## src/hdl/assert_macros.svh

```systemverilog
// Assertion macros used by the top level of the gap tracker.
`ifndef ASSERT_MACROS_SVH
`define ASSERT_MACROS_SVH

// Same-cycle implication, checked on every rising clock edge outside reset.
`define NSGT_ASSERT_NOW(label, ante, cons, msg) \
    label: assert property (@(posedge i_clk) disable iff (!i_rst_n) \
        (ante) |-> (cons)) else $error(msg);

// Next-cycle implication, checked on every rising clock edge outside reset.
`define NSGT_ASSERT_NEXT(label, ante, cons, msg) \
    label: assert property (@(posedge i_clk) disable iff (!i_rst_n) \
        (ante) |=> (cons)) else $error(msg);

`endif

```

## src/hdl/nsgt_pkg.sv

```systemverilog
// Package of the neighbor gap tracker: sizes, constants, types and states.
package nsgt_pkg;

    localparam int TABLE_ENTRIES = 64;
    localparam int IDX_W = (TABLE_ENTRIES > 1) ? $clog2(TABLE_ENTRIES) : 1;
    localparam int CNT_W = $clog2(TABLE_ENTRIES + 1);

    localparam int ADDR_W     = 16;
    localparam int SEQ_W      = 8;
    localparam int AVG_W      = 16;
    localparam int ALPHA_W    = 9;
    localparam int INDEX_W    = 6;
    localparam int WHOLE_W    = 8;
    localparam int HUND_W     = 7;

    localparam logic [ALPHA_W-1:0] EWMA_ONE    = 9'h100;
    localparam logic [ALPHA_W-1:0] ALPHA_RESET = 9'h040;
    localparam logic [AVG_W-1:0]   AVG_INIT    = 16'h0100;
    localparam logic [AVG_W-1:0]   AVG_MAX     = 16'hFF00;
    localparam logic [HUND_W-1:0]  HUNDRED     = 7'd100;

    typedef struct packed {
        logic [ADDR_W-1:0] addr;
        logic [SEQ_W-1:0]  last_seq;
        logic [AVG_W-1:0]  avg;
    } t_entry;

    typedef enum logic [2:0] {
        S_IDLE,
        S_SCAN,
        S_MUL,
        S_ADD,
        S_OUT
    } t_state;

endpackage

```

## src/hdl/nsgt_ewma.sv

```systemverilog
// Two-stage moving-average update: products, then sum with saturation.
module nsgt_ewma
    import nsgt_pkg::*;
(
    input  logic               i_clk,
    input  logic [SEQ_W-1:0]   i_gap,
    input  logic [AVG_W-1:0]   i_avg,
    input  logic [ALPHA_W-1:0] i_alpha,
    output logic [AVG_W-1:0]   o_avg
);

    localparam int P1_W  = SEQ_W + ALPHA_W;
    localparam int P2_W  = AVG_W + ALPHA_W;
    localparam int SUM_W = P2_W - 8 + 1;

    logic [ALPHA_W-1:0] w_alpha_sat;
    logic [ALPHA_W-1:0] w_alpha_rest;
    logic [P1_W-1:0]    r_p1;
    logic [P2_W-1:0]    r_p2;
    logic [SUM_W-1:0]   w_sum;
    logic [AVG_W-1:0]   r_avg;

    // Weights above one are treated as exactly one.
    assign w_alpha_sat  = (i_alpha > EWMA_ONE) ? EWMA_ONE : i_alpha;
    assign w_alpha_rest = EWMA_ONE - w_alpha_sat;

    always_ff @(posedge i_clk) begin
        r_p1 <= P1_W'(i_gap) * P1_W'(w_alpha_sat);
        r_p2 <= P2_W'(i_avg) * P2_W'(w_alpha_rest);
    end

    assign w_sum = SUM_W'(r_p1) + SUM_W'(r_p2[P2_W-1:8]);

    always_ff @(posedge i_clk) begin
        r_avg <= (w_sum > SUM_W'(AVG_MAX)) ? AVG_MAX : w_sum[AVG_W-1:0];
    end

    assign o_avg = r_avg;

endmodule
```

## config.mk

```make
export PLATFORM = sky130hd
export DESIGN_NAME = nsgt_ewma
export DESIGN_NICKNAME = d
export VERILOG_FILES = /design/src/hdl/assert_macros.svh /design/src/hdl/nsgt_pkg.sv /design/src/hdl/nsgt_ewma.sv
export SDC_FILE = /design/constraint.sdc
export NUM_CORES = 1
export LEC_CHECK = 0
export BUFFER_PORTS_ARGS = -buffer_cell sky130_fd_sc_hd__buf_4
export CORE_AREA = 2 2 161 163
export CTS_CLUSTER_DIAMETER = 60
export DETAILED_ROUTE_END_ITERATION = 16
export DIE_AREA = 0 0 163 165
export GPL_TIMING_DRIVEN = 0
export SKIP_LAST_GASP = 1
export SLEW_MARGIN = 40
export SYNTH_ARGS = -nofsm -noshare
export SYNTH_HDL_FRONTEND = slang
export SYNTH_SLANG_ARGS = --single-unit
```

## constraint.sdc

```tcl
create_clock -name i_clk -period 9.8 [get_ports i_clk]
set_input_delay 0.49 -clock i_clk [delete_from_list [all_inputs] [get_ports i_clk]]
set_output_delay 0.49 -clock i_clk [all_outputs]
set_load 0.05 [all_outputs]
```

# Word-level counts from Yosys, hierarchy flattened
# Index checks and enable logic that the tools add are counted.
# totals
out_inout_bits,16
reg_bits,58
word_cells,10
in_bits,34
# op_classes
mux,1
n_addsub,2
n_lt_le_gt_ge,2
multipliers,2
# op_table
op,count
multiplier 16 x 9 -> 25 bit,1
adder 17 x 17 -> 18 bit,1
> comparator 18 x 16 -> 1 bit (second input constant),1
multiplier 8 x 9 -> 17 bit,1
> comparator 9 bit (second input constant),1
two-way mux 9 bit,1
subtractor 9 bit (first input constant),1

# Depth between registers and ports, before layout
# logic_depth
depth_word,4
mapped_depth,26
depth_no_buf,23

# Least setup slack after synthesis
# OpenSTA, ideal clock, no wires.
# synth_path
path_type,in2reg
start,in i_alpha[0]
end,reg r_p2[24]
t_required_ns,9.680
slack_ns,3.594
setup_ns,0.120
arrival_time_ns,6.086
stages,24
n_path_buf,3
path_cell_list,nor2b_1 clkbuf_1 clkbuf_1 inv_1 ha_1 xnor2_1 clkbuf_1 nand2_1 fa_1 inv_1 fa_1 inv_1 fa_1 inv_1 fa_1 ha_1 nand4bb_1 or4_4 a311oi_4 a21oi_2 o211ai_2 a31o_4 a21oi_2 xnor2_1
# synth_between
elab_chain_cells,4
# synth_lines
element,line,source
from (decl),nsgt_ewma.sv:8,"input logic [ALPHA_W-1:0] i_alpha,"
> comparator 9 bit,nsgt_ewma.sv:24,assign w_alpha_sat = (i_alpha > EWMA_ONE) ? EWMA_ONE : i_alpha;
two-way mux 9 bit (*),nsgt_ewma.sv:24,
subtractor 9 bit (*),nsgt_ewma.sv:25,assign w_alpha_rest = EWMA_ONE - w_alpha_sat;
multiplier 16 x 9 -> 25 bit (*),nsgt_ewma.sv:29,r_p2 <= P2_W'(i_avg) * P2_W'(w_alpha_rest);
to (signal assigned),nsgt_ewma.sv:29,
to (decl),nsgt_ewma.sv:19,logic [P2_W-1:0] r_p2;
# Mark *: on every way between the ends. The rest lies on a longest branch, timed or not.
# A chain may end at the register's enable or synchronous reset.

# Final worst setup path
# layout_path
start,in i_alpha[8]
end,reg r_p2[24]
# The elaborated chain is that of the path after synthesis.

==> reports/qor.txt <==
status: finished clean
synth unique cells: 63
reg2reg path depth: 10
setup TNS: 0 ns
Post-Place Cells: 1366
Tmin final: 7.874 ns
Hold Path Class: in2reg
max incr delay on CP: 0.63 ns
Slew Limit Fails: 0
Slew headroom: 0.4368
via count: 6485
first-pass GRT wire length: 31.97 mm
Post-Synthesis Net Count: 1264
CP Launch Type: primary input
worst-path fanout max: 10
Syn Std Cell Area: 8700 sq um
RSZ-0062 raised after global routing: false
Die Height: 165 um
critical path required time: 9.94 ns
CTS root buf: clkbuf_16
largest net degree at the start of global routing: 18
Worst path depth: 25
vias in the first global route: 6477
share of cells above drive strength 1: 0.06705
Max-Cap Viols: 0
later-pin clock latency in the skew report: 0.29 ns
Global Route Usage Sum: 0.1476
post-layout util: 0.3843
Leak Pwr: 4.840 nW
CTS Hold Bufs: 0
crit path capture type: flop
Post-synth ARST share: 0
CTS tree: built
CP Class: in2reg
worst hold slack: 0.5524 ns
sequential cell area: 1001 sq um
power density cells: 323.0 nW/um^2
Syn. warnings: 0
IO Pins: 50
top post-synthesis cells by count: inv_1 (187), fa_1 (141), nand2_1 (126), and2_1 (97), ha_1 (96)
Top delay family on crit path: adder cells
cell taking the most area after synthesis: fa_1
residual DRC count: 0
DRT antenna net count: 0
crit path capture: r_p2[24]
WP buf/inv: 8
Post-Synthesis Cells: 993
routed len/inst: 14.04 um
Layout Cells excl Fill: 1377
crit path max-delay cell type: xnor2_1
Fin Clk Skew: 0.003341 ns
nets: 1314
initial antenna violation count: 3
Final Hold Fails: 0
Port Buf Inserts: 43
EDFF count, synth: 0
Worst VDD drop: 0.2587 mV
H-tree levels: 2
die area: 26900 sq um
total setup buffers inserted after CTS: 0
via/cell ratio: 4.710
Mean Syn Cell Area: 8.761 sq um
# clock sinks: 50
post-synthesis sequential area ratio: 0.1151
register-to-register setup slack: 6.86 ns
first-pass detailed-route iteration total: 4
Fmax: 127.0 MHz
reg2reg start: r_p1[0]
Die X: 163 um
remaining global-route overflow: 0
Finish-stage setup viols: 0
PostCTS Resize Cnt: 0
Top FF cell, synth: dfxtp_1
effective utilization at floorplan: 0.3475
multi-input logic area: 6898 sq um
Yosys reg bits: 50
DP HPWL: 16.50 mm
Cell Rows: 58
count leader, synth: inv_1
Final Cycle Share: 0.8035
actual slew at the worst max-slew pin: 0.8388 ns
DRT iter0 DRCs: 322
Num CTS Buffers: 5
Critical Path Start: i_alpha[8]
Critical Path AT: 8.01 ns
top cells by area, synth: fa_1 (32%), ha_1 (14%), dfxtp_1 (12%)
routability cong.: 0.8386
top cell type's share of synthesized area: 0.3245
Bufs on Longest Clock Path: 2
Layout fillers: 2564
area grow syn2layout: 10.59%
Total Routed Length: 19.33 mm
reg2reg end: o_avg[13]
Clock Pin Slew Worst Setup and Hold Paths: 0.07 ns
Core Area: 25040 sq um
[how the worst min path moves through the flow]
stage / startpoint / endpoint / slack, ns / depth (start not counted)
detailed placement: r_p2[8] / o_avg[0] / 0.59 / 3
global placement: r_p2[8] / o_avg[0] / 0.59 / 3
global route: i_gap[0] / r_p1[0] / 0.56 / 2
CTS: i_gap[0] / r_p1[0] / 0.55 / 2
floorplan: r_p2[8] / o_avg[0] / 0.56 / 3
finish: i_gap[0] / r_p1[0] / 0.55 / 2
[power breakdown]
| group | switching, W | leakage [nW] | internal [W] |
|---|---|---|---|
| Combinational | 0.00150 | 4.34 | 0.00105 |
| Sequential | 0.0000302 | 0.420 | 0.000332 |
| Clock | 0.0000772 | 0.0820 | 0.000122 |
[cells in the final DEF, fill, tap and decap left out, types with 4 or more instances in the layout]
cell type,instances
a211oi_1,5
a21o_1,12
a21oi_1,23
a21oi_2,4
a31oi_1,5
and2_1,97
and3_1,5
buf_1,6
buf_4,43
clkbuf_1,20
clkbuf_16,5
dfxtp_1,50
fa_1,141
ha_1,96
inv_1,187
nand2_1,126
nand2b_1,7
nand3_1,9
nor2_1,40
nor2b_1,23
nor3_1,14
o21a_1,10
o21ai_0,12
o21ai_1,6
or3_1,7
xnor2_1,26
xor2_1,10
[routing by layer]
| metal | GRT usage | up-vias | part of all wire |
|---|---|---|---|
| li1 | - | 3195 | - |
| met1 | 0.2032 | 3147 | 0.48 |
| met2 | 0.2456 | 127 | 0.47 |
| met3 | 0.01833 | 16 | 0.041 |
| met4 | 0.03942 | 0 | 0.012 |
| met5 | 0 | - | 0 |
[cell type report]
type / instances / area share
Clock buffer: 5 / 0.01301
Sequential cell: 50 / 0.1040
Inverter: 187 / 0.07296
Tap cell: 330 / 0.04292
Clock inverter: 3 / 0.005072
Buffer: 27 / 0.01066
Timing Repair Buffer: 43 / 0.03355
Multi-Input combinational cell: 729 / 0.7170
Antenna cell: 3 / 0.0007803
[cells by family after synthesis]
group | count (synthesis) | share of synthesized area
and+or+nand+nor | 349 | 0.2039
adders and majority gates | 237 | 0.4625
buffers and inverters | 214 | 0.09248
AOI/OAI and AO/OA | 105 | 0.08702
DFF | 50 | 0.1151
xor gates and xnor gates | 36 | 0.03624
muxes | 2 | 0.002732
[per-stage QoR]
stage / area (sq um) / worst slack (ns) / power (W)
after floorplan: 8700 / 3.594 / 0.002344
after global placement: 9435 / 1.608 / 0.002906
after detailed placement: 9435 / 1.622 / 0.002926
after CTS: 9609 / 1.876 / 0.003150
after global routing: 9613 / 1.572 / 0.003472
final: 9620 / 1.926 / 0.003108
[state kept, by name, summed over array words and instances, names as in the netlist]
signal and count:
r_p1 17, o_avg 16, r_p2 17
Note: power is estimated with default switching activity, not from simulation.
